### config.mk
export PLATFORM = sky130hd
export DESIGN_NAME = text_console_cell_writer
export DESIGN_NICKNAME = d
export VERILOG_FILES = /design/src/hw/rtl/tccw_pkg.sv /design/src/hw/rtl/tccw_front.sv /design/src/hw/rtl/tccw_cmd_queue.sv /design/src/hw/rtl/tccw_back.sv /design/src/hw/rtl/text_console_cell_writer.sv
export SDC_FILE = /design/constraint.sdc
export NUM_CORES = 1
export LEC_CHECK = 0
export BUFFER_PORTS_ARGS = -buffer_cell sky130_fd_sc_hd__buf_4
export CAP_MARGIN = 10
export CORE_ASPECT_RATIO = 2
export CORE_MARGIN = 5
export CORE_UTILIZATION = 55
export DETAILED_ROUTE_END_ITERATION = 6
export PLACE_DENSITY = 0.77
export SLEW_MARGIN = 10
export SYNTH_ARGS = -nofsm -noshare
export SYNTH_HDL_FRONTEND = slang
export SYNTH_SLANG_ARGS = --single-unit
### constraint.sdc
create_clock -name clk_i -period 8.84 [get_ports clk_i]
set_input_delay 1.768 -clock clk_i [delete_from_list [all_inputs] [get_ports clk_i]]
set_output_delay 1.768 -clock clk_i [all_outputs]
set_load 0.005 [all_outputs]
### src/hw/rtl/tccw_pkg.sv
// shared constants and types of the text console cell writer
`timescale 1ns / 1ps

package tccw_pkg;

  // screen geometry
  localparam int COLUMNS = 80;
  localparam int ROWS    = 25;
  localparam int CELLS   = COLUMNS * ROWS;

  localparam int COL_W  = $clog2(COLUMNS);
  localparam int ROW_W  = $clog2(ROWS);
  localparam int ADDR_W = $clog2(CELLS);
  localparam int POS_W  = 11;

  // character and attribute codes
  localparam logic [7:0] NEWLINE_CODE = 8'h0a;
  localparam logic [7:0] BLANK_GLYPH  = 8'h20;
  localparam logic [7:0] RESET_ATTR   = 8'h1f;

  // command queue depth
  localparam int QDEPTH  = 4;
  localparam int QPTR_W  = $clog2(QDEPTH);
  localparam int QCNT_W  = $clog2(QDEPTH + 1);

  // classified item from the front end
  typedef struct packed {
    logic       is_glyph;
    logic [7:0] glyph;
  } cmd_t;

  // one result item
  typedef struct packed {
    logic [POS_W-1:0] cursor_pos;
    logic             cell_written;
    logic [POS_W-1:0] written_addr;
    logic             did_scroll;
  } res_t;

  // back end sequencer states
  typedef enum logic [1:0] {
    ST_CLEAR,
    ST_IDLE,
    ST_COPY,
    ST_FILL
  } back_state_e;

endpackage

### src/hw/rtl/tccw_front.sv
// input stage: accepts character items and classifies them
`timescale 1ns / 1ps

module tccw_front (
  input  logic                clk_i,
  input  logic                rst_ni,
  input  logic                push_i,
  input  logic [7:0]          char_code_i,
  input  logic                clearing_i,
  input  logic                q_full_i,
  output logic                full_o,
  output logic                cmd_valid_o,
  output tccw_pkg::cmd_t      cmd_o
);

  logic           valid_d, valid_q;
  tccw_pkg::cmd_t cmd_d, cmd_q;
  logic           accept;
  logic           handoff;

  // handshake towards the input side and the queue
  assign handoff = valid_q & ~q_full_i;
  assign full_o  = (valid_q & q_full_i) | clearing_i;
  assign accept  = push_i & ~full_o;

  // classify the incoming byte
  always_comb begin
    valid_d = valid_q;
    cmd_d   = cmd_q;
    if (handoff) begin
      valid_d = 1'b0;
    end
    if (accept) begin
      valid_d        = 1'b1;
      cmd_d.is_glyph = (char_code_i != tccw_pkg::NEWLINE_CODE);
      cmd_d.glyph    = char_code_i;
    end
  end

  always_ff @(posedge clk_i or negedge rst_ni) begin
    if (!rst_ni) begin
      valid_q <= 1'b0;
    end else begin
      valid_q <= valid_d;
    end
  end

  always_ff @(posedge clk_i) begin
    cmd_q <= cmd_d;
  end

  assign cmd_valid_o = valid_q;
  assign cmd_o       = cmd_q;

endmodule

### src/hw/rtl/tccw_cmd_queue.sv
// short command queue between the front end and the back end
`timescale 1ns / 1ps

module tccw_cmd_queue (
  input  logic           clk_i,
  input  logic           rst_ni,
  input  logic           wr_valid_i,
  input  tccw_pkg::cmd_t wr_cmd_i,
  output logic           full_o,
  output logic           rd_valid_o,
  output tccw_pkg::cmd_t rd_cmd_o,
  input  logic           rd_pop_i
);

  tccw_pkg::cmd_t                 entries_q [tccw_pkg::QDEPTH];
  logic [tccw_pkg::QPTR_W-1:0]    wr_ptr_d, wr_ptr_q;
  logic [tccw_pkg::QPTR_W-1:0]    rd_ptr_d, rd_ptr_q;
  logic [tccw_pkg::QCNT_W-1:0]    count_d, count_q;
  logic                           do_wr, do_rd;

  assign full_o     = (count_q == tccw_pkg::QCNT_W'(tccw_pkg::QDEPTH));
  assign rd_valid_o = (count_q != '0);
  assign rd_cmd_o   = entries_q[rd_ptr_q];
  assign do_wr      = wr_valid_i & ~full_o;
  assign do_rd      = rd_pop_i & rd_valid_o;

  // pointer and fill count update
  always_comb begin
    wr_ptr_d = do_wr ? wr_ptr_q + 1'b1 : wr_ptr_q;
    rd_ptr_d = do_rd ? rd_ptr_q + 1'b1 : rd_ptr_q;
    count_d  = count_q;
    if (do_wr && !do_rd) begin
      count_d = count_q + 1'b1;
    end else if (!do_wr && do_rd) begin
      count_d = count_q - 1'b1;
    end
  end

  always_ff @(posedge clk_i or negedge rst_ni) begin
    if (!rst_ni) begin
      wr_ptr_q <= '0;
      rd_ptr_q <= '0;
      count_q  <= '0;
    end else begin
      wr_ptr_q <= wr_ptr_d;
      rd_ptr_q <= rd_ptr_d;
      count_q  <= count_d;
    end
  end

  // entry storage
  always_ff @(posedge clk_i) begin
    if (do_wr) begin
      entries_q[wr_ptr_q] <= wr_cmd_i;
    end
  end

endmodule

### src/hw/rtl/tccw_back.sv
// back end: cursor, screen store, scroll and clear sequencer, result register
`timescale 1ns / 1ps

module tccw_back (
  input  logic           clk_i,
  input  logic           rst_ni,
  input  logic           cfg_valid_i,
  input  logic [7:0]     cfg_data_i,
  input  logic           cmd_valid_i,
  input  tccw_pkg::cmd_t cmd_i,
  output logic           cmd_pop_o,
  output logic           clearing_o,
  output logic           res_valid_o,
  output tccw_pkg::res_t res_o,
  input  logic           res_pop_i
);

  localparam int ADDR_W = tccw_pkg::ADDR_W;
  localparam int COL_W  = tccw_pkg::COL_W;
  localparam int ROW_W  = tccw_pkg::ROW_W;
  localparam int POS_W  = tccw_pkg::POS_W;

  tccw_pkg::back_state_e state_d, state_q;

  logic [7:0]        attr_q;
  logic [COL_W-1:0]  col_d, col_q;
  logic [ROW_W-1:0]  row_d, row_q;
  logic [ADDR_W-1:0] ptr_d, ptr_q;
  logic              pend_d, pend_q;
  logic [ADDR_W-1:0] dst_d, dst_q;
  logic              res_valid_d, res_valid_q;
  tccw_pkg::res_t    res_d, res_q;

  logic [15:0]       mem [tccw_pkg::CELLS];
  logic [15:0]       rd_data_q;
  logic              mem_we;
  logic [ADDR_W-1:0] mem_waddr;
  logic [15:0]       mem_wdata;
  logic              mem_re;

  logic              take;
  logic              wrap;
  logic              scroll;
  logic [COL_W:0]    col_inc;
  logic [ADDR_W-1:0] cur_addr;
  logic [ADDR_W-1:0] new_addr;

  // attribute register
  always_ff @(posedge clk_i or negedge rst_ni) begin
    if (!rst_ni) begin
      attr_q <= tccw_pkg::RESET_ATTR;
    end else if (cfg_valid_i) begin
      attr_q <= cfg_data_i;
    end
  end

  // a command is taken when idle and the result slot frees up
  assign take      = (state_q == tccw_pkg::ST_IDLE) & cmd_valid_i & (~res_valid_q | res_pop_i);
  assign cmd_pop_o = take;

  // cursor arithmetic
  assign cur_addr = ADDR_W'(row_q) * ADDR_W'(tccw_pkg::COLUMNS) + ADDR_W'(col_q);
  assign col_inc  = {1'b0, col_q} + 1'b1;
  assign wrap     = ~cmd_i.is_glyph | (col_inc == (COL_W + 1)'(tccw_pkg::COLUMNS));
  assign scroll   = wrap & (row_q == ROW_W'(tccw_pkg::ROWS - 1));

  always_comb begin
    col_d = col_q;
    row_d = row_q;
    if (take) begin
      if (wrap) begin
        col_d = '0;
        if (!scroll) begin
          row_d = row_q + 1'b1;
        end
      end else begin
        col_d = col_inc[COL_W-1:0];
      end
    end
  end

  assign new_addr = ADDR_W'(row_d) * ADDR_W'(tccw_pkg::COLUMNS) + ADDR_W'(col_d);

  // result register
  always_comb begin
    res_valid_d = res_valid_q;
    res_d       = res_q;
    if (take) begin
      res_valid_d        = 1'b1;
      res_d.cursor_pos   = POS_W'(new_addr);
      res_d.cell_written = cmd_i.is_glyph;
      res_d.written_addr = cmd_i.is_glyph ? POS_W'(cur_addr) : '0;
      res_d.did_scroll   = scroll;
    end else if (res_pop_i) begin
      res_valid_d = 1'b0;
    end
  end

  // next state
  always_comb begin
    state_d = state_q;
    unique case (state_q)
      tccw_pkg::ST_CLEAR: begin
        if (ptr_q == ADDR_W'(tccw_pkg::CELLS - 1)) begin
          state_d = tccw_pkg::ST_IDLE;
        end
      end
      tccw_pkg::ST_IDLE: begin
        if (take && scroll) begin
          state_d = tccw_pkg::ST_COPY;
        end
      end
      tccw_pkg::ST_COPY: begin
        if (ptr_q == ADDR_W'(tccw_pkg::CELLS - 1)) begin
          state_d = tccw_pkg::ST_FILL;
        end
      end
      tccw_pkg::ST_FILL: begin
        if (!pend_q && ptr_q == ADDR_W'(tccw_pkg::CELLS - 1)) begin
          state_d = tccw_pkg::ST_IDLE;
        end
      end
      default: state_d = tccw_pkg::ST_IDLE;
    endcase
  end

  // sequencer outputs: pointer, copy pipeline and store write port
  always_comb begin
    ptr_d     = ptr_q;
    pend_d    = 1'b0;
    dst_d     = dst_q;
    mem_re    = 1'b0;
    mem_we    = 1'b0;
    mem_waddr = ptr_q;
    mem_wdata = {attr_q, tccw_pkg::BLANK_GLYPH};
    unique case (state_q)
      tccw_pkg::ST_CLEAR: begin
        mem_we    = 1'b1;
        mem_wdata = {tccw_pkg::RESET_ATTR, tccw_pkg::BLANK_GLYPH};
        ptr_d     = ptr_q + 1'b1;
      end
      tccw_pkg::ST_IDLE: begin
        ptr_d = ADDR_W'(tccw_pkg::COLUMNS);
        if (take && cmd_i.is_glyph) begin
          mem_we    = 1'b1;
          mem_waddr = cur_addr;
          mem_wdata = {attr_q, cmd_i.glyph};
        end
      end
      tccw_pkg::ST_COPY: begin
        // read one row down, write it back one row up in the next cycle
        mem_re = 1'b1;
        pend_d = 1'b1;
        dst_d  = ptr_q - ADDR_W'(tccw_pkg::COLUMNS);
        if (pend_q) begin
          mem_we    = 1'b1;
          mem_waddr = dst_q;
          mem_wdata = rd_data_q;
        end
        if (ptr_q == ADDR_W'(tccw_pkg::CELLS - 1)) begin
          ptr_d = ADDR_W'(tccw_pkg::CELLS - tccw_pkg::COLUMNS);
        end else begin
          ptr_d = ptr_q + 1'b1;
        end
      end
      tccw_pkg::ST_FILL: begin
        mem_we = 1'b1;
        if (pend_q) begin
          // last copied cell goes out before the blank row
          mem_waddr = dst_q;
          mem_wdata = rd_data_q;
        end else begin
          ptr_d = ptr_q + 1'b1;
        end
      end
      default: ;
    endcase
  end

  always_ff @(posedge clk_i or negedge rst_ni) begin
    if (!rst_ni) begin
      state_q     <= tccw_pkg::ST_CLEAR;
      col_q       <= '0;
      row_q       <= '0;
      ptr_q       <= '0;
      pend_q      <= 1'b0;
      res_valid_q <= 1'b0;
    end else begin
      state_q     <= state_d;
      col_q       <= col_d;
      row_q       <= row_d;
      ptr_q       <= ptr_d;
      pend_q      <= pend_d;
      res_valid_q <= res_valid_d;
    end
  end

  always_ff @(posedge clk_i) begin
    dst_q <= dst_d;
    res_q <= res_d;
  end

  // screen store
  always_ff @(posedge clk_i) begin
    if (mem_we) begin
      mem[mem_waddr] <= mem_wdata;
    end
    if (mem_re) begin
      rd_data_q <= mem[ptr_q];
    end
  end

  assign clearing_o  = (state_q == tccw_pkg::ST_CLEAR);
  assign res_valid_o = res_valid_q;
  assign res_o       = res_q;

endmodule

### src/hw/rtl/text_console_cell_writer.sv
// top level of the text console cell writer
`timescale 1ns / 1ps

// Text console writer for an 80 x 25 screen of 16-bit cells (glyph in the low
// byte, attribute in the high byte). Push one byte per item: 10 is a newline,
// anything else is a glyph stored at the cursor with the current attribute.
// Every item gives one result with the new linear cursor position, whether
// and where a cell was written, and whether the screen scrolled. Items pass
// an input register and a four-entry command queue; the back end then takes
// one item per cycle while results are popped. A scroll holds the back end
// while it copies rows up through the store, one read and one write a
// cycle, then blanks the bottom row; the queue keeps taking items until it
// fills.
// After reset a clearing pass writes blanks with attribute 0x1f into the
// store, and full stays high for that time. The attribute register may be
// written at any time the block is idle; cfg_ready is always high.
module text_console_cell_writer (
  input  logic                       clk_i,
  input  logic                       rst_ni,
  // character items
  input  logic                       push,
  output logic                       full,
  input  logic [7:0]                 char_code_i,
  // result items
  output logic                       empty,
  input  logic                       pop,
  output logic [tccw_pkg::POS_W-1:0] cursor_pos_o,
  output logic                       cell_written_o,
  output logic [tccw_pkg::POS_W-1:0] written_addr_o,
  output logic                       did_scroll_o,
  // attribute register write
  input  logic                       cfg_valid_i,
  output logic                       cfg_ready_o,
  input  logic [7:0]                 cfg_data_i
);

  logic           clearing;
  logic           q_full;
  logic           front_valid;
  tccw_pkg::cmd_t front_cmd;
  logic           q_valid;
  tccw_pkg::cmd_t q_cmd;
  logic           q_pop;
  logic           res_valid;
  tccw_pkg::res_t res;

  // accept and classify
  tccw_front u_front (
    .clk_i       (clk_i),
    .rst_ni      (rst_ni),
    .push_i      (push),
    .char_code_i (char_code_i),
    .clearing_i  (clearing),
    .q_full_i    (q_full),
    .full_o      (full),
    .cmd_valid_o (front_valid),
    .cmd_o       (front_cmd)
  );

  // decoupling queue
  tccw_cmd_queue u_queue (
    .clk_i      (clk_i),
    .rst_ni     (rst_ni),
    .wr_valid_i (front_valid),
    .wr_cmd_i   (front_cmd),
    .full_o     (q_full),
    .rd_valid_o (q_valid),
    .rd_cmd_o   (q_cmd),
    .rd_pop_i   (q_pop)
  );

  // carry out commands on the screen store
  tccw_back u_back (
    .clk_i       (clk_i),
    .rst_ni      (rst_ni),
    .cfg_valid_i (cfg_valid_i),
    .cfg_data_i  (cfg_data_i),
    .cmd_valid_i (q_valid),
    .cmd_i       (q_cmd),
    .cmd_pop_o   (q_pop),
    .clearing_o  (clearing),
    .res_valid_o (res_valid),
    .res_o       (res),
    .res_pop_i   (pop)
  );

  // result ports
  assign empty          = ~res_valid;
  assign cursor_pos_o   = res.cursor_pos;
  assign cell_written_o = res.cell_written;
  assign written_addr_o = res.written_addr;
  assign did_scroll_o   = res.did_scroll;
  assign cfg_ready_o    = 1'b1;

endmodule

# Word level (Yosys, flattened, before mapping)
# Memory sizes are Yosys's and may differ from the RTL's.
# Cells that the tools add are included.
[word_totals] register_bits=68 output_inout_bits=27 wordCells=90 ramBits=36 mem_count=1
[op_classes] mux=22 addsub=9 bitwise=14 reduce_logical=13 n_eq_ne=13 multipliers=2
[memory_table] memory="u_queue.entries_q" depth=4 word_bits=9 rd=1 rd_ports_with_merged_regs=0 wr=1 line="tccw_cmd_queue.sv:15" source="tccw_pkg::cmd_t entries_q [tccw_pkg::QDEPTH];"
[ops] operator="one-hot mux 11 bit (4 select lines)" n=1
[ops] operator="adder 11 x 7 -> 11 bit" n=2
[ops] operator="2-to-1 mux 11 bit" n=2
[ops] operator="2-to-1 mux 5 bit" n=3
[ops] operator="multiplier 5 x 3 -> 7 bit, second input constant" n=2
[ops] operator="2-to-1 mux 7 bit" n=2
[ops] operator="adder 11 x 1 -> 11 bit, second input constant" n=1
[ops] operator="equality test 11 bit, second input constant" n=1
[ops] operator="adder 7 x 1 -> 8 bit, second input constant" n=1
[ops] operator="equality test 8 x 7 -> 1 bit, second input constant" n=1
[ops] operator="2-to-1 mux 2 bit" n=4
[ops] operator="inequality test 8 x 4 -> 1 bit, second input constant" n=1
[ops] operator="one-hot mux 2 bit (4 select lines)" n=1
[ops] operator="bitwise AND 1 bit" n=7
[ops] operator="2-to-1 mux 1 bit" n=7
[ops] operator="2-to-1 mux 3 bit" n=2
[ops] operator="inequality test 2 x 1 -> 1 bit, second input constant" n=3
[ops] operator="nonzero test 2 bit" n=3
[ops] operator="adder 5 x 1 -> 5 bit, second input constant" n=1
[ops] operator="equality test 5 bit, second input constant" n=1
[ops] operator="adder 2 x 1 -> 2 bit, second input constant" n=2
[ops] operator="equality test 2 bit, second input constant" n=2
[ops] operator="logical AND 1 bit" n=4
[ops] operator="inequality test 2 bit, second input constant" n=2
[ops] operator="other kinds (10)" n=17

# Depth between registers and ports, before layout
# Gate-level depths: netlist (run 1).
[logic_depth] word_depth=9 ltp_mapped=15 ltp_nobuf=14

# Cells and area by module
# A second synthesis (run 1) with hierarchy kept.
[unflattened] cells_unflattened=368 hier_area_um2=5068.6
[by_module_without_submodules] mod="tccw_back" cells_each=265 area_each_um2=2970.3 n_inst=1 seq_area_each_um2=1396.3
[by_module_without_submodules] mod="tccw_cmd_queue" cells_each=82 area_each_um2=1736.7 n_inst=1 seq_area_each_um2=1256.2
[by_module_without_submodules] mod="tccw_front" cells_each=18 area_each_um2=346.6 n_inst=1 seq_area_each_um2=295.3
[by_module_without_submodules] mod="text_console_cell_writer" cells_each=3 area_each_um2=15.0 n_inst=1 seq_area_each_um2=0.0

# Least setup slack after synthesis (run 1)
# Ideal clock, no wire load.
[synth_path] path_type="input-to-reg" startpoint="input pop" endpoint="register u_back.res_q (netlist bit u_back.res_o[23]), data pin" path_slack_ps=3750 arrival_time_ps=4822 path_buffers=0 path_stages=13 required_time_ps=8572 cell_sequence="nand2b_1 > nand3_1 > inv_2 > nand3_2 > mux2_2 > ha_1 > ha_1 > fa_1 > nand2_1 > o21bai_1 > o21bai_1 > a222oi_1 > xnor3_1"
[synth_via] elab_chain_cells=5 elab_cells_between_ends=6
[synth_lines] item="from (decl)" line="text_console_cell_writer.sv:26" source="input logic pop,"
[synth_lines] item="bitwise OR 1 bit" line="tccw_back.sv:58" source="assign take = (state_q == tccw_pkg::ST_IDLE) & cmd_valid_i & (~res_valid_q | res_pop_i);"
[synth_lines] item="bitwise AND 1 bit" line="tccw_back.sv:58"
[synth_lines] item="named net q_pop" line="text_console_cell_writer.sv:43" source="logic q_pop;"
[synth_lines] item="2-to-1 mux 5 bit" line="tccw_back.sv:70" source="if (take) begin"
[synth_lines] item="named net u_back.row_d[1]" line="tccw_back.sv:27" source="logic [ROW_W-1:0] row_d, row_q;"
[synth_lines] item="multiplier 5 x 3 -> 7 bit" line="tccw_back.sv:82" source="assign new_addr = ADDR_W'(row_d) * ADDR_W'(tccw_pkg::COLUMNS) + ADDR_W'(col_d);"
[synth_lines] item="adder 11 x 7 -> 11 bit" line="tccw_back.sv:82"
[synth_lines] item="named net u_back.new_addr[10]" line="tccw_back.sv:46" source="logic [ADDR_W-1:0] new_addr;"
[synth_lines] item="to (signal assigned)" line="tccw_back.sv:200" source="res_q <= res_d;"
[synth_lines] item="to (decl)" line="tccw_back.sv:32" source="tccw_pkg::res_t res_d, res_q;"
# The timed path passes the listed nets, and every way through them passes these cells.
# A chain may end at the register's enable or synchronous reset.

# Final worst setup path (run 1)
# Same ends and word-level chain as after synthesis.

==> metrics.yaml, run 1 <==
fin_area_sq_um: 4300
hold_viol: 0
via_per_inst: 5.48
end_kind: "flop"
setup_viol: 0
setup.worst_path.start_class: "primary input"
powerDensity_nw_per_um2: 177
clk_path_buf_depth: 2
antenna_cells: 0
ys_top_cells_by_area: "dfrtp_1, edfxtp_1, ha_1"
fin_util_pct: 65.4
root_buffer: "clkbuf_16"
std_cell_rows: 42
drv_cap: 0
drc: 0
hold_class: "flop to flop"
routedWlPerCell_um: 15.2
slew_headroom_pct: 53.9
cts_setup_buffers: 0
antenna_found_initial: 0
drive_above_1_share_pct: 17.2
drtIter0Drc: 145
dp_slack_ps: 2820
crit_type: "primary input to flop"
drt_pass1_iterations: 4
setup_tns_ps: 0
gp_congestion: 0.838
numPortBuffers: 37
clk-insertion-delay-late_ps: 330
synth.avg_cell_area_sq_um: 11.1
multi_input_area_sq_um: 1790
p_leak_nw: 1.99
vias: 2553
netlist_area_sq_um: 3660
ctsResizeCount: 0
status: "completed"
fin_skew_ps: 6.22
clk_pin_slew_ps: 50
post_dp_cell_area_sq_um: 4010
rsz0062_at_grt: "no"
layout.cells.non_filler: 466
syn_nets: 389
gr-total-overflow: 0
detail-route-antenna-nets: 0
grt_pass1_vias: 2718
finalWorstSetupSlack_ps: 3180
synth.top_cell.area_share_pct: 23.9
tightest_slew_ps: 687
yosysMostFrequentCell: "dfrtp_1"
syn_inst: 331
yosysWarnings: 0
area_growth_pct: 17.4
start_util_pct: 55.7
power_mw: 0.759
dpl.cell_count: 450
core_area_sq_um: 6570
dieWidth_um: 67.7
worstPathRequired_ps: 8910
wl_mm: 7.08
period_share_pct: 64.1
yosysTopAreaCell: "dfrtp_1"
synthTopCellsByCount: "dfrtp_1, ha_1, edfxtp_1"
whs_ps: 480
grt_max_degree: 36
path_max_fanout: 33
arrival_ps: 5730
grt_pass1_wl_mm: 12.3
ios: 48
synth.ff_latch_count: 64
holdBufCountCts: 0
ys_seq_area_share_pct: 47.7
ys.flop_type: "dfrtp_1"
drv_slew: 0
dieArea_sq_um: 8480
max_freq_ghz: 0.177
regArea_sq_um: 1750
htree_levels: 3
num-fill-cells: 525
crit_path_start: "pop"
ir_drop_mv: 0.153
holdCritStartpoint: "u_back.ptr_q[10]$_DFFE_PN0P_"
final_net_count: 431
ys_types: 56
synth_edf_count: 29
async_flop_share_pct: 54.7
cts_tree: "done"
clock_sinks: 64
die_h_um: 125
r2r-start: "u_back.state_q[1]$_DFFE_PN0P_"
fin_crit_ps: 5660
numCtsBuffers: 9
dpl.hpwl_mm: 5.15
grtUsageTotal_pct: 19.1
-- power by group --
part           total (mW)  internal [mW]  switching [mW]
sequential          0.341          0.327          0.0137
clock               0.340          0.216           0.124
combinational      0.0776         0.0365          0.0411
total               0.759          0.580           0.179
-- sequential cells by signal (all words and copies together) (netlist names) --
signal,count
u_back.pend_q,1
u_queue.entries_q,4
u_front.cmd_valid_o,1
u_back.res_o,24
u_back.col_q,7
u_front.cmd_o,1
u_queue.rd_ptr_q,2
u_queue.count_q,3
u_back.ptr_q,11
u_back.row_q,5
u_back.res_valid_o,1
u_back.state_q,2
u_queue.wr_ptr_q,2
-- final timing paths --
| check | to | slack [ps] | cells after the start |
|---|---|---|---|
| worst max register to register | u_back.res_o[23]$_DFFE_PP_ | 3850 | 14 |
| min in group asynchronous | u_back.ptr_q[3]$_DFFE_PN0P_ | 1380 | 1 |
| max in group asynchronous | u_back.ptr_q[8]$_DFFE_PN0P_ | 7130 | 1 |
| worst min register to register | u_back.ptr_q[10]$_DFFE_PN0P_ | 480 | 1 |
| worst min-delay path | u_back.ptr_q[10]$_DFFE_PN0P_ | 480 | 1 |
| worst max-delay path | u_back.res_o[23]$_DFFE_PP_ | 3180 | 14 |
-- per-layer routing --
layer | vias to the layer above | global-route usage (%) | wire length (um) | part of all wire, %
met2 | 52 | 35.7 | 4190 | 59
met4 | 0 | 8.37 | 127 | 1.8
met1 | 1228 | 18.7 | 2510 | 35
met3 | 10 | 4.58 | 253 | 3.6
li1 | 1263 | - | - | -
met5 | - | 0 | 0 | 0
-- kinds of logic after synthesis --
group           Yosys count  synth area share [%]
xor+xnor                 21                  5.40
fa+ha+maj                37                  13.7
flops                    64                  47.7
mux                       9                  2.70
other cells               1                 0.103
compound gates           60                  10.5
simple gates            110                  16.4
buf+inv                  29                  3.42
-- cell type report --
| type | instances | share of cell area (%) |
|---|---|---|
| Multi-Input combinational cell | 238 | 41.6 |
| Sequential cell | 64 | 40.7 |
| Timing Repair Buffer | 37 | 6.46 |
| Clock buffer | 10 | 5.33 |
| Tap cell | 88 | 2.56 |
| Inverter | 23 | 2.01 |
| Clock inverter | 6 | 1.40 |
-- cell usage in the layout, fill, tap and decap left out, types with 4 or more instances in the layout --
cell type	count
ha_1	32
and2_1	11
inv_1	21
xor2_1	7
nor2_1	19
nand3_1	14
dfrtp_1	35
o21ai_0	16
fa_1	5
a21oi_1	12
nand2b_1	6
a21o_1	5
edfxtp_1	29
nor3_1	5
nor2b_1	4
mux2i_1	5
buf_4	37
a22o_1	6
nand2_1	26
clkbuf_16	9
xnor2_1	13
-- worst max-delay path: stages --
cell and delay [ps]:
buf_4 70, nand2b_1 110, nand3_1 420, inv_2 680, nand3_2 200, mux2_2 340, ha_1 300, ha_1 230
fa_1 530, nand2_1 80, o21bai_1 180, o21bai_1 180, a222oi_1 370, xnor3_1 260
(Power assumes the default switching activity.)
==> run 2: changes to the inputs <==
--- a/config.mk
+++ b/config.mk
@@ -9,9 +9,9 @@
 export CAP_MARGIN = 10
 export CORE_ASPECT_RATIO = 2
 export CORE_MARGIN = 5
-export CORE_UTILIZATION = 55
+export CORE_UTILIZATION = 52
 export DETAILED_ROUTE_END_ITERATION = 6
-export PLACE_DENSITY = 0.77
+export PLACE_DENSITY = 0.76
 export SLEW_MARGIN = 10
 export SYNTH_ARGS = -nofsm -noshare
 export SYNTH_HDL_FRONTEND = slang
==> constraint.sdc (replaced) <==
create_clock -name clk_i -period 5 [get_ports clk_i]
set_input_delay 1 -clock clk_i [delete_from_list [all_inputs] [get_ports clk_i]]
set_output_delay 1 -clock clk_i [all_outputs]
set_load 0.005 [all_outputs]
==> metrics.yaml, run 2 (synthesis gave the netlist of run 1 again) <==
vias: 2618  # was 2553
dieArea_sq_um: 8910  # was 8480 sq um
tightest_slew_ps: 695  # was 687 ps
gr-total-overflow: 0  # unchanged
crit_buf_inv: 2  # unchanged
post_dp_cell_area_sq_um: 4030  # was 4010 sq um
setup_viol: 0  # unchanged
path_max_fanout: 8  # was 33
grt_max_degree: 36  # unchanged
final_cell_mix: "buf_4, dfrtp_1, ha_1"  # unchanged
detail-route-antenna-nets: 0  # unchanged
drive_above_1_share_pct: 18.1  # was 17.2%
std_cell_rows: 43  # was 42
worst-path-stages: 14  # unchanged
fin_area_sq_um: 4330  # was 4300 sq um
worstPathRequired_ps: 5080  # was 8910 ps
via_per_inst: 5.56  # was 5.48
drc: 0  # unchanged
hold_path_depth: 1  # unchanged
hold_viol: 0  # unchanged
setup_tns_ps: 0  # unchanged
hold_class: "flop to flop"  # unchanged
critPathMostFrequentCell: "ha_1"
fin_skew_ps: 7.37  # was 6.22 ps
max_stage_delay_ps: 530  # was 680 ps
crit_slowest_cell: "fa_1"  # was inv_2
holdCritStartpoint: "u_back.ptr_q[10]$_DFFE_PN0P_"  # unchanged
path_delay_family: "adder cells"  # unchanged
final_net_count: 434  # was 431
grt_pass1_vias: 2724  # was 2718
core_area_sq_um: 6890  # was 6570 sq um
hold-path-endpoint: "u_back.ptr_q[10]$_DFFE_PN0P_"  # unchanged
cts_tree: "done"  # unchanged
routedWlPerCell_um: 15.6  # was 15.2 um
dpl.hpwl_mm: 5.40  # was 5.15 mm
clk-insertion-delay-late_ps: 340  # was 330 ps
r2r_slack_ps: 780  # was 3850 ps
drv_cap: 0  # unchanged
drv_slew: 0  # unchanged
rsz0062_at_grt: "no"  # unchanged
crit_type: "flop to flop"  # was primary input to flop
drtIter0Drc: 163  # was 145
whs_ps: 504  # was 480 ps
path_cells: "inv_1, ha_1, nand3_1, inv_2, nand3_2, mux2_2, ha_1, ha_1, fa_1, nand2_1, o21bai_1, o21bai_1, a222oi_1, xnor3_1"  # was buf_4, nand2b_1, nand3_1, inv_2, nand3_2, mux2_2, ha_1, ha_1, fa_1, nand2_1, o21bai_1, o21bai_1, a222oi_1, xnor3_1
p_leak_nw: 2.01  # was 1.99 nW
setup.worst_path.start_class: "flop"  # was primary input
period_share_pct: 84.3
numCtsBuffers: 9  # unchanged
dieWidth_um: 69.3  # was 67.7 um
area_growth_pct: 18.4  # was 17.4%
start_util_pct: 53.1  # was 55.7%
ctsResizeCount: 0  # unchanged
cts_setup_buffers: 0  # unchanged
dp_slack_ps: 457  # was 2820 ps
drt_pass1_iterations: 6  # was 4
numPortBuffers: 37  # unchanged
powerDensity_nw_per_um2: 317  # was 177 nW/um^2
status: "completed"  # unchanged
finalWorstSetupSlack_ps: 784  # was 3180 ps
gp_congestion: 0.881  # was 0.838
antenna_cells: 0  # unchanged
max_freq_ghz: 0.237
grtUsageTotal_pct: 17.9  # was 19.1%
die_h_um: 129  # was 125 um
holdBufCountCts: 0  # unchanged
arrival_ps: 4300  # was 5730 ps
largest_reg_flops: 24  # unchanged
rr_worst_depth: 14  # unchanged
antenna_found_initial: 0  # unchanged
reg2reg_to: "u_back.res_o[23]$_DFFE_PP_"  # unchanged
fin_crit_ps: 4220
slew_headroom_pct: 53.4  # was 53.9%
ir_drop_mv: 0.231  # was 0.153 mV
grt_pass1_wl_mm: 12.4  # was 12.3 mm
clock_sinks: 64  # unchanged
end_kind: "flop"  # unchanged
wl_mm: 7.35  # was 7.08 mm
clk_path_buf_depth: 2  # unchanged
ios: 48  # unchanged
root_buffer: "clkbuf_16"  # unchanged
r2r-start: "u_back.state_q[1]$_DFFE_PN0P_"  # unchanged
htree_levels: 3  # unchanged
layout_commonest_cell: "buf_4"  # unchanged
clk_pin_slew_ps: 60  # was 50 ps
-- run 2: changes by cell type in the layout (fill, tap and decap cells not counted), sizes merged --
cell	previous run	this run
clkbuf	10	11
clkinv	4	3
buf	37	40
-- run 2: area by class of cell --
cell class              instances  area, sq um
clock buffers                  11          243
clock inverters                 5         56.3
fillers                       585         2550
inverters                      23         86.3
multi-input cells             238         1790
flip-flops and latches         64         1750
well taps                      90          113
repair buffers                 40          300
-- run 2: worst max-delay path by stage --
stage / slack [ps] / to / start
after floorplan: 680 / u_back.res_o[23]$_DFFE_PP_ / pop
after global placement: 580 / u_back.res_o[23]$_DFFE_PP_ / pop
after detailed placement: 460 / u_back.res_o[23]$_DFFE_PP_ / pop
after CTS: 730 / u_back.res_o[23]$_DFFE_PP_ / u_back.state_q[1]$_DFFE_PN0P_
after global routing: 470 / u_back.res_o[23]$_DFFE_PP_ / u_back.state_q[1]$_DFFE_PN0P_
final: 780 / u_back.res_o[23]$_DFFE_PP_ / u_back.state_q[1]$_DFFE_PN0P_
-- run 2: per-stage QoR --
| step | utilization [%] | power, mW | std cells |
|---|---|---|---|
| finish | 62.9 | 1.37 | 471 |
| global route | 62.9 | 1.43 | 471 |
| global placement | 58.6 | 0.742 | 455 |
| CTS | 62.9 | 1.39 | 471 |
| floorplan | - | 0.712 | 331 |
| detailed placement | 58.6 | 0.758 | 455 |
-- run 2: report_power, final --
group          switching, mW  internal [mW]
registers             0.0247          0.578
logic                 0.0770         0.0667
clock network          0.230          0.398
total                  0.332           1.04
-- run 2: per-layer routing --
layer	part of all wire, %	vias up	GRT usage, %
met2	57	61	33.1
met3	3.9	22	4.85
met5	0	-	0
li1	-	1272	-
met4	4.1	0	11.9
met1	35	1263	17.1
==> run 3: changes to the inputs <==
==> constraint.sdc (replaced) <==
create_clock -name clk_i -period 3.8 [get_ports clk_i]
set_input_delay 0.76 -clock clk_i [delete_from_list [all_inputs] [get_ports clk_i]]
set_output_delay 0.76 -clock clk_i [all_outputs]
set_load 0.005 [all_outputs]
==> metrics.yaml, run 3 (synthesis gave the netlist of run 1 again) <==
p_sw_share_pct: 24.1  # about the same
clk-insertion-delay-late_ps: 330  # was 340 ps
comb_power_share_pct: 12.9  # was 10.4%
ios: 48  # unchanged
routedWlPerCell_um: 15.3  # was 15.6 um
dpl.cell_count: 485  # was 455
crit_type: "flop to flop"  # unchanged
p_sw_mw: 0.439  # was 0.332 mW
numCtsBuffers: 9  # unchanged
setup.worst_path.start_class: "flop"  # unchanged
antenna_cells: 0  # unchanged
tightest_slew_ps: 670  # was 695 ps
wl_mm: 7.72  # was 7.35 mm
drv_slew: 0  # unchanged
slew_headroom_pct: 55.0  # was 53.4%
max_stage_delay_ps: 530  # about the same
grt_max_degree: 36  # unchanged
power.share.clock_pct: 44.2  # was 45.7%
multi_input_area_sq_um: 1910  # was 1790 sq um
internal-power_mw: 1.38  # was 1.04 mW
grt_pass1_wl_mm: 13.0  # was 12.4 mm
drc: 0  # unchanged
via_per_inst: 5.43  # was 5.56
status: "finished with violations"  # was completed
setup_tns_ps: -10.3  # was 0 ps
drv_cap: 0  # unchanged
powerDensity_nw_per_um2: 387  # was 317 nW/um^2
holdBufCountCts: 0  # unchanged
worstPathRequired_ps: 3870  # was 5080 ps
clk_path_buf_depth: 2  # unchanged
path_max_fanout: 5  # was 8
numPortBuffers: 37  # unchanged
clock_sinks: 64  # unchanged
htree_levels: 3  # unchanged
layout.cells.non_filler: 503  # was 471
drtIter0Drc: 162  # was 163
drt_pass1_iterations: 4  # was 6
regArea_sq_um: 1750  # unchanged
core_area_sq_um: 6890  # unchanged
vias: 2730  # was 2618
clk_pin_slew_ps: 50  # was 60 ps
arrival_ps: 3880  # was 4300 ps
grtUsageTotal_pct: 18.6  # was 17.9%
layout_commonest_cell: "buf_4"  # unchanged
ir_drop_mv: 0.241  # was 0.231 mV
hold_viol: 0  # unchanged
path_cells: "ha_2, nand4_1, o21a_4, nor3_4, xor2_1, buf_4, ha_4, ha_4, fa_1, nand2_1, o21bai_4, o21bai_4, a222oi_1, xnor3_1"  # was inv_1, ha_1, nand3_1, inv_2, nand3_2, mux2_2, ha_1, ha_1, fa_1, nand2_1, o21bai_1, o21bai_1, a222oi_1, xnor3_1
hold_class: "primary input to asynchronous set/reset pin"  # was flop to flop
seqPwrFrac_pct: 42.9  # was 43.9%
grt_pass1_vias: 2930  # was 2724
num-fill-cells: 529  # was 585
p_leak_nw: 2.17  # was 2.01 nW
gp_congestion: 0.821  # was 0.881
setup_viol: 1  # was 0
gr-total-overflow: 0  # unchanged
violations: "setup timing"
rsz0062_at_grt: "yes"  # was no
fin_crit_ps: 3810  # was 4220 ps
finalWorstSetupSlack_ps: -10.3  # was 784 ps
fin_skew_ps: 5.48  # was 7.37 ps
die_h_um: 129  # unchanged
start_util_pct: 53.1  # unchanged
end_kind: "flop"  # unchanged
std_cell_rows: 43  # unchanged
cts_tree: "done"  # unchanged
max_freq_ghz: 0.262  # was 0.237 GHz
dieWidth_um: 69.3  # unchanged
final_cell_mix: "buf_4, dfrtp_1, edfxtp_1"  # was buf_4, dfrtp_1, ha_1
detail-route-antenna-nets: 0  # unchanged
largest_reg_flops: 24  # unchanged
final_net_count: 466  # was 434
drive_above_1_share_pct: 26.6  # was 18.1%
dieArea_sq_um: 8910  # unchanged
dpl.hpwl_mm: 5.76  # was 5.40 mm
antenna_found_initial: 0  # unchanged
r2r_slack_ps: -10  # was 780 ps
area_growth_pct: 28.5  # was 18.4%
crit_slowest_cell: "fa_1"  # unchanged
period_share_pct: 100  # was 84.3%
root_buffer: "clkbuf_16"  # unchanged
[run 3: cell count changes in the layout (fill, tap and decap cells not counted), moves of 2 or more]
cell,delta
inv_2,-2
ha_1,-4
buf_4,+31
ha_4,+3
o21bai_4,+2
clkinv_2,-2
o21bai_1,-2
[run 3: stage by stage]
step / total power, mW / worst slack [ps] / utilization [%] / instance area [sq um] / hold slack (ps)
floorplan: 0.938 / 3.02 / - / 3730 / 445
global placement: 1.01 / -131 / 62.8 / 4320 / 477
detailed placement: 1.03 / -183 / 62.8 / 4320 / 492
CTS: 1.83 / 10.8 / 67.8 / 4670 / 396
global route: 1.90 / -167 / 68.3 / 4700 / 414
finish: 1.82 / -10.3 / 68.3 / 4700 / 382
[run 3: timing repair]
item / CTS / global route
hold endpoints to repair: 0 / 0
buffers inserted: 1 / 1
gates resized for setup: 7 / 4
setup endpoints to repair: 1 / 1
pin swaps: 7 / 9
[run 3: power by group through the flow]
stage | Sequential (mW) | Combinational (mW) | Clock (mW)
4_1_cts | 0.781 | 0.236 | 0.815
6_report | 0.781 | 0.235 | 0.804
2_1_floorplan | 0.799 | 0.139 | 0
3_5_place_dp | 0.794 | 0.232 | 0
3_3_place_gp | 0.790 | 0.217 | 0
5_1_grt | 0.785 | 0.270 | 0.844
[run 3: path summary, 6_finish.rpt]
| kind | from | endpoint | cells past startpoint |
|---|---|---|---|
| worst min-delay path | rst_ni | u_front.cmd_valid_o$_DFFE_PN0P_ | 1 |
| worst max register to register | u_back.col_q[1]$_DFF_PN0_ | u_back.res_o[23]$_DFFE_PP_ | 14 |
| worst min register to register | u_front.cmd_o[8]$_DFFE_PP_ | u_queue.entries_q[2][8]$_DFFE_PP_ | 0 |
| max in group asynchronous | rst_ni | u_back.row_q[0]$_DFF_PN0_ | 1 |
| worst max-delay path | u_back.col_q[1]$_DFF_PN0_ | u_back.res_o[23]$_DFFE_PP_ | 14 |
| min in group clk_i | u_front.cmd_o[8]$_DFFE_PP_ | u_queue.entries_q[2][8]$_DFFE_PP_ | 0 |
[run 3: area by class of cell]
cell class / count / share of cell area [%]
clock buffers: 11 / 4.95
clock inverters: 5 / 1.22
inverters: 23 / 2.18
multi-input cells: 238 / 40.5
flip-flops and latches: 64 / 37.1
well taps: 90 / 2.39
repair buffers: 72 / 11.6
[run 3: metal layers]
metal  up-vias  routed length [um]  track usage, %
li1       1333                   -               -
met1      1336                2630            15.9
met2        48                4620            37.4
met3        13                 260            4.85
met4         0                 202            10.5
met5         -                   0               0
[run 3: worst max-delay path, delay by kind of cell, from the launching register on]
family	cells	cell delay (ps)
compound gates	4	990
simple gates	3	360
fa+ha+maj	4	1100
buf+inv	1	180
xor+xnor	2	510
flops	1	400
